$ cat src/hdl/srd_pkg.sv
`timescale 1ns / 1ps
// ----------------------------------------------------------------------------
// srd_pkg
// Shared constants and helpers for the sign-magnitude restoring divider.
// ----------------------------------------------------------------------------
package srd_pkg;

	// Default magnitude width of dividend, divisor and integer quotient.
	localparam int MAG_BITS_DEF  = 31;
	// Default number of fractional quotient bits.
	localparam int FRAC_BITS_DEF = 5;

	// Rounds a bit count up to a whole number of bytes.
	function automatic int byte_round(input int nbits);
		return ((nbits + 7) / 8) * 8;
	endfunction

endpackage

$ cat src/hdl/srd_cell.sv
`timescale 1ns / 1ps
// ----------------------------------------------------------------------------
// srd_cell
// One restoring division step with its own pipeline register and handshake.
// ----------------------------------------------------------------------------
module srd_cell
	import srd_pkg::*;
#(
	parameter int MAG_BITS  = MAG_BITS_DEF,
	parameter int WORD_BITS = MAG_BITS_DEF + FRAC_BITS_DEF
) (
	input  logic                 clk,
	input  logic                 arst_n,
	input  logic                 in_valid,
	output logic                 in_ready,
	input  logic                 in_sign,
	input  logic [MAG_BITS-1:0]  in_divisor,
	input  logic [MAG_BITS-1:0]  in_rem,
	input  logic [WORD_BITS-1:0] in_word,
	output logic                 out_valid,
	input  logic                 out_ready,
	output logic                 out_sign,
	output logic [MAG_BITS-1:0]  out_divisor,
	output logic [MAG_BITS-1:0]  out_rem,
	output logic [WORD_BITS-1:0] out_word
);

	logic                 valid_q;
	logic                 sign_q;
	logic [MAG_BITS-1:0]  divisor_q;
	logic [MAG_BITS-1:0]  rem_q;
	logic [WORD_BITS-1:0] word_q;

	logic [MAG_BITS:0]    shifted;
	logic [MAG_BITS:0]    diff;
	logic                 fits;
	logic [MAG_BITS-1:0]  rem_next;

	// The word carries unused dividend bits at the top and collects quotient
	// bits at the bottom. A remainder left below a nonzero divisor always fits
	// in MAG_BITS; with a zero divisor every bit is one whatever is dropped.
	assign shifted  = {in_rem, in_word[WORD_BITS-1]};
	assign diff     = shifted - {1'b0, in_divisor};
	assign fits     = (shifted >= {1'b0, in_divisor});
	assign rem_next = fits ? diff[MAG_BITS-1:0] : shifted[MAG_BITS-1:0];

	assign in_ready = !valid_q || out_ready;

	always_ff @(posedge clk or negedge arst_n) begin
		if (!arst_n) begin
			valid_q <= 1'b0;
		end else if (in_ready) begin
			valid_q <= in_valid;
		end
	end

	always_ff @(posedge clk) begin
		if (in_ready && in_valid) begin
			sign_q    <= in_sign;
			divisor_q <= in_divisor;
			rem_q     <= rem_next;
			word_q    <= {in_word[WORD_BITS-2:0], fits};
		end
	end

	assign out_valid   = valid_q;
	assign out_sign    = sign_q;
	assign out_divisor = divisor_q;
	assign out_rem     = rem_q;
	assign out_word    = word_q;

endmodule

$ cat config.mk
export PLATFORM = sky130hd
export DESIGN_NAME = srd_cell
export DESIGN_NICKNAME = d
export VERILOG_FILES = /design/src/hdl/srd_pkg.sv /design/src/hdl/srd_cell.sv
export SDC_FILE = /design/constraint.sdc
export NUM_CORES = 1
export LEC_CHECK = 0
export ABC_AREA = 1
export ABC_CLOCK_PERIOD_IN_PS = 10300
export BUFFER_PORTS_ARGS = -buffer_cell sky130_fd_sc_hd__buf_2
export CAP_MARGIN = 20
export CORE_MARGIN = 2
export CORE_UTILIZATION = 35
export DETAILED_ROUTE_END_ITERATION = 8
export GPL_ROUTABILITY_DRIVEN = 0
export SYNTH_ARGS = -nofsm -noshare
export SYNTH_HDL_FRONTEND = slang
export SYNTH_SLANG_ARGS = --single-unit
$ cat constraint.sdc
create_clock -name clk -period 10.3 [get_ports clk]
set_input_delay 1.03 -clock clk [delete_from_list [all_inputs] [get_ports clk]]
set_output_delay 1.03 -clock clk [all_outputs]
set_load 0.02 [all_outputs]
==> flow_summary.toml <==
[outcome]
status = "complete, no violations"

[power_and_ir_drop]
p_total_w = 0.00108
vdd_drop_max_v = 0.0000775
p_int_w = 0.000743
p_clk_share_pct = 30.4
p_comb_share_pct = 24.2
p_per_area_nw_per_um2 = 145
p_seq_share_pct = 45.4
power.switching_w = 0.000341
p_leak_nw = 4.03
switching_share_pct = 31.5

[job]
drv_cap = 0

[cts]
cts-root-buf = "clkbuf_16"
cts_num_sinks = 100
tritoncts = "built"
h-tree-depth = 3
clk_latency_ps = 350
cts_made_buffers = 9
post_cts_buffers = 0
cts_max_path_buffers = 2
post_cts_resized = 0
cts.clk_slew.worst_paths_ps = 70
postCtsHoldBufs = 0

[setup_path]
critPathMaxStageDelay_ps = 380
end_kind = "flop"
crit_fanout = 35
critPathMostFrequentCell = "nand2_1"
reg2regPathDepth = 2
arrival_ps = 3280
required_ps = 10410
critPathKind = "input pin to flop"
critical_path_depth = 15
worstSetupStartpointType = "input pin"
cpLargestDelayFamily = "simple AND/OR/NAND/NOR gates"
crit_slowest_cell = "fa_1"
crit_buf_inv = 3
cp_cell_sequence = "buf_2, ha_1, fa_1, inv_1, nand2_1, nand2_1, nand3_1, nand2_1, nand2_1, nand3_1, nand2_2, nand2_4, inv_2, nand2_1, nand2_1"

[yosys]
synth.distinct_cells = 27
synth_common_cells = "nand2_1 (294), inv_1 (154), edfxtp_1 (99)"
synth_area_um2 = 5940
yosys-mux-area-fraction_pct = 0
synth_top_cell_area_share_pct = 50.1
synth-seq-cells = 100
synthArstFlopShare_pct = 1.00
synthAdderAreaFrac_pct = 6.87
synth_top_family_by_area = "simple AND/OR/NAND/NOR gates"
synth.avg_cell_area_um2 = 8.06
synthCells = 736
synth_flop_cell = "edfxtp_1"
yosys.area_share.simple_pct = 27.7
yosys-top-cells-area = "edfxtp_1 (50%), nand2_1 (19%), inv_1 (9.7%), ha_1 (6.5%), nand3_1 (3.7%)"
synthXorXnorAreaFrac_pct = 2.07
yosysSeqAreaShare_pct = 50.5
synth_edf_count = 99
yosys_warnings = 0
yosysMostFrequentCell = "nand2_1"
syn-num-nets = 871
synth_compound_area_share_pct = 2.15
synth_top_area_cell = "edfxtp_1"

[timing]
setup_viol = 0
max-slew-margin-rel_pct = 50.4
hold_viol_final = 0
rsz0062_at_grt = "false"
tightest_slew_ps = 744
period_minus_slack_ps = 3180
fin_skew_ps = 4.47
fin_tns_setup_ps = 0
slew_violations = 0
max_freq_ghz = 0.314
post-route-period-util_pct = 30.9

[drt]
dr.max_layer_used = "met4"
wire_per_inst_um = 13.0
routed-wl-met2_um = 7000
antenna_left = 0
dr_total_vias = 5111
vias_per_cell = 4.36
wirelength_um = 15300
met3_length_um = 1070
first_pass_iters = 8
wl_met1_um = 6980
drc_errors = 0
drt_iter0_markers = 312

[layout]
n_antenna_cell = 0
fillers = 1733
area_growth_pct = 26.3
layout.nets = 1081
layout-drive-gt1-share_pct = 24.7
final_core_util_pct = 45.2

[global_route]
grt.overflow.total = 0
grt_use_total_pct = 17.2
grt_max_degree = 56
grt_pass1_wl_um = 24400
grt_pass1_vias = 5030
antenna_found_initial = 0

[floorplanning]
ioPinCount = 204
placementRows = 47
dieArea_um2 = 18000
fp.dieW_um = 134
die_h_um = 134
core_area_um2 = 16600
start_util_pct = 35.8

[hold_path]
hold_path_class = "input pin to asynchronous set/reset pin"

[place]
dp_hpwl_um = 12200
port_buffers = 203
-- metal layers --
metal  vias to the layer above  global-route usage (%)
met5                         -                       0
met4                         0                    5.20
met3                        14                    3.93
met2                       162                    28.7
met1                      2237                    22.4
li1                       2698                       -
-- stage by stage --
step	cells	hold slack (ps)	setup WS [ps]	cell area [um^2]
5_1_grt	1171	420	6790	7500
4_1_cts	1171	423	7100	7500
2_1_floorplan	736	734	3860	5940
6_report	1171	435	7120	7500
3_3_place_gp	1155	563	6820	7210
3_5_place_dp	1155	568	6740	7210
-- final timing paths --
kind	slack (ps)	start	endpoint
hold reg to reg	580	out_valid$_DFFE_PN0N_	out_valid$_DFFE_PN0N_
setup / recovery	7120	in_divisor[0]	out_rem[10]$_DFFE_PP_
hold / removal	440	arst_n	out_valid$_DFFE_PN0N_
setup reg to reg	8710	out_valid$_DFFE_PN0N_	out_rem[26]$_DFFE_PP_
min in group clk	580	out_valid$_DFFE_PN0N_	out_valid$_DFFE_PN0N_
max in group asynchronous	9780	arst_n	out_valid$_DFFE_PN0N_
-- logic make-up (layout without fill, tap and decap cells) --
| logic type | Yosys count | in the layout |
|---|---|---|
| AND/OR/NAND/NOR | 402 | 402 |
| buffers and inverters | 164 | 379 |
| flip-flops | 100 | 100 |
| adder cells (fa/ha/maj) | 32 | 32 |
| AO/OA/AOI/OAI | 24 | 24 |
| XOR/XNOR | 14 | 14 |
-- power by group through the flow --
stage | registers, W | logic [W] | clock network [W]
CTS | 0.000492 | 0.000265 | 0.000340
global route | 0.000494 | 0.000299 | 0.000355
detailed placement | 0.000501 | 0.000265 | 0
finish | 0.000492 | 0.000263 | 0.000330
global placement | 0.000501 | 0.000262 | 0
floorplan | 0.000543 | 0.000139 | 0
-- layout by cell type, fill, tap and decap left out, drive strengths merged --
master,netlist,final
o21ai,3,3
clkinvlp,0,1
nor2,43,43
nand3,44,44
dfrtp,1,1
or2,3,3
nand2,297,297
ha,31,31
and3,1,1
buf,6,205
o21bai,3,3
clkinv,0,3
and2,2,2
clkbuf,0,10
xor2,14,14
nand3b,2,2
fa,1,1
nor3,4,4
inv,158,160
a21oi,18,18
edfxtp,99,99
nand4,6,6
-- state kept, by name, summed over array words and instances, names as in the netlist --
register     count
out_word        36
out_valid        1
out_divisor     31
out_rem         31
out_sign         1
-- layout make-up --
class | count | area (um^2) | share of cell area (%)
clock inverter | 6 | 56.3 | 0.751
tap | 220 | 275 | 3.67
timing repair buffer | 205 | 1030 | 13.8
inverter | 158 | 593 | 7.91
multi-input combinational | 472 | 2310 | 30.9
clock buffer | 10 | 229 | 3.05
sequential | 100 | 3000 | 40.0
No activity file was read; power rests on OpenSTA's default activity.
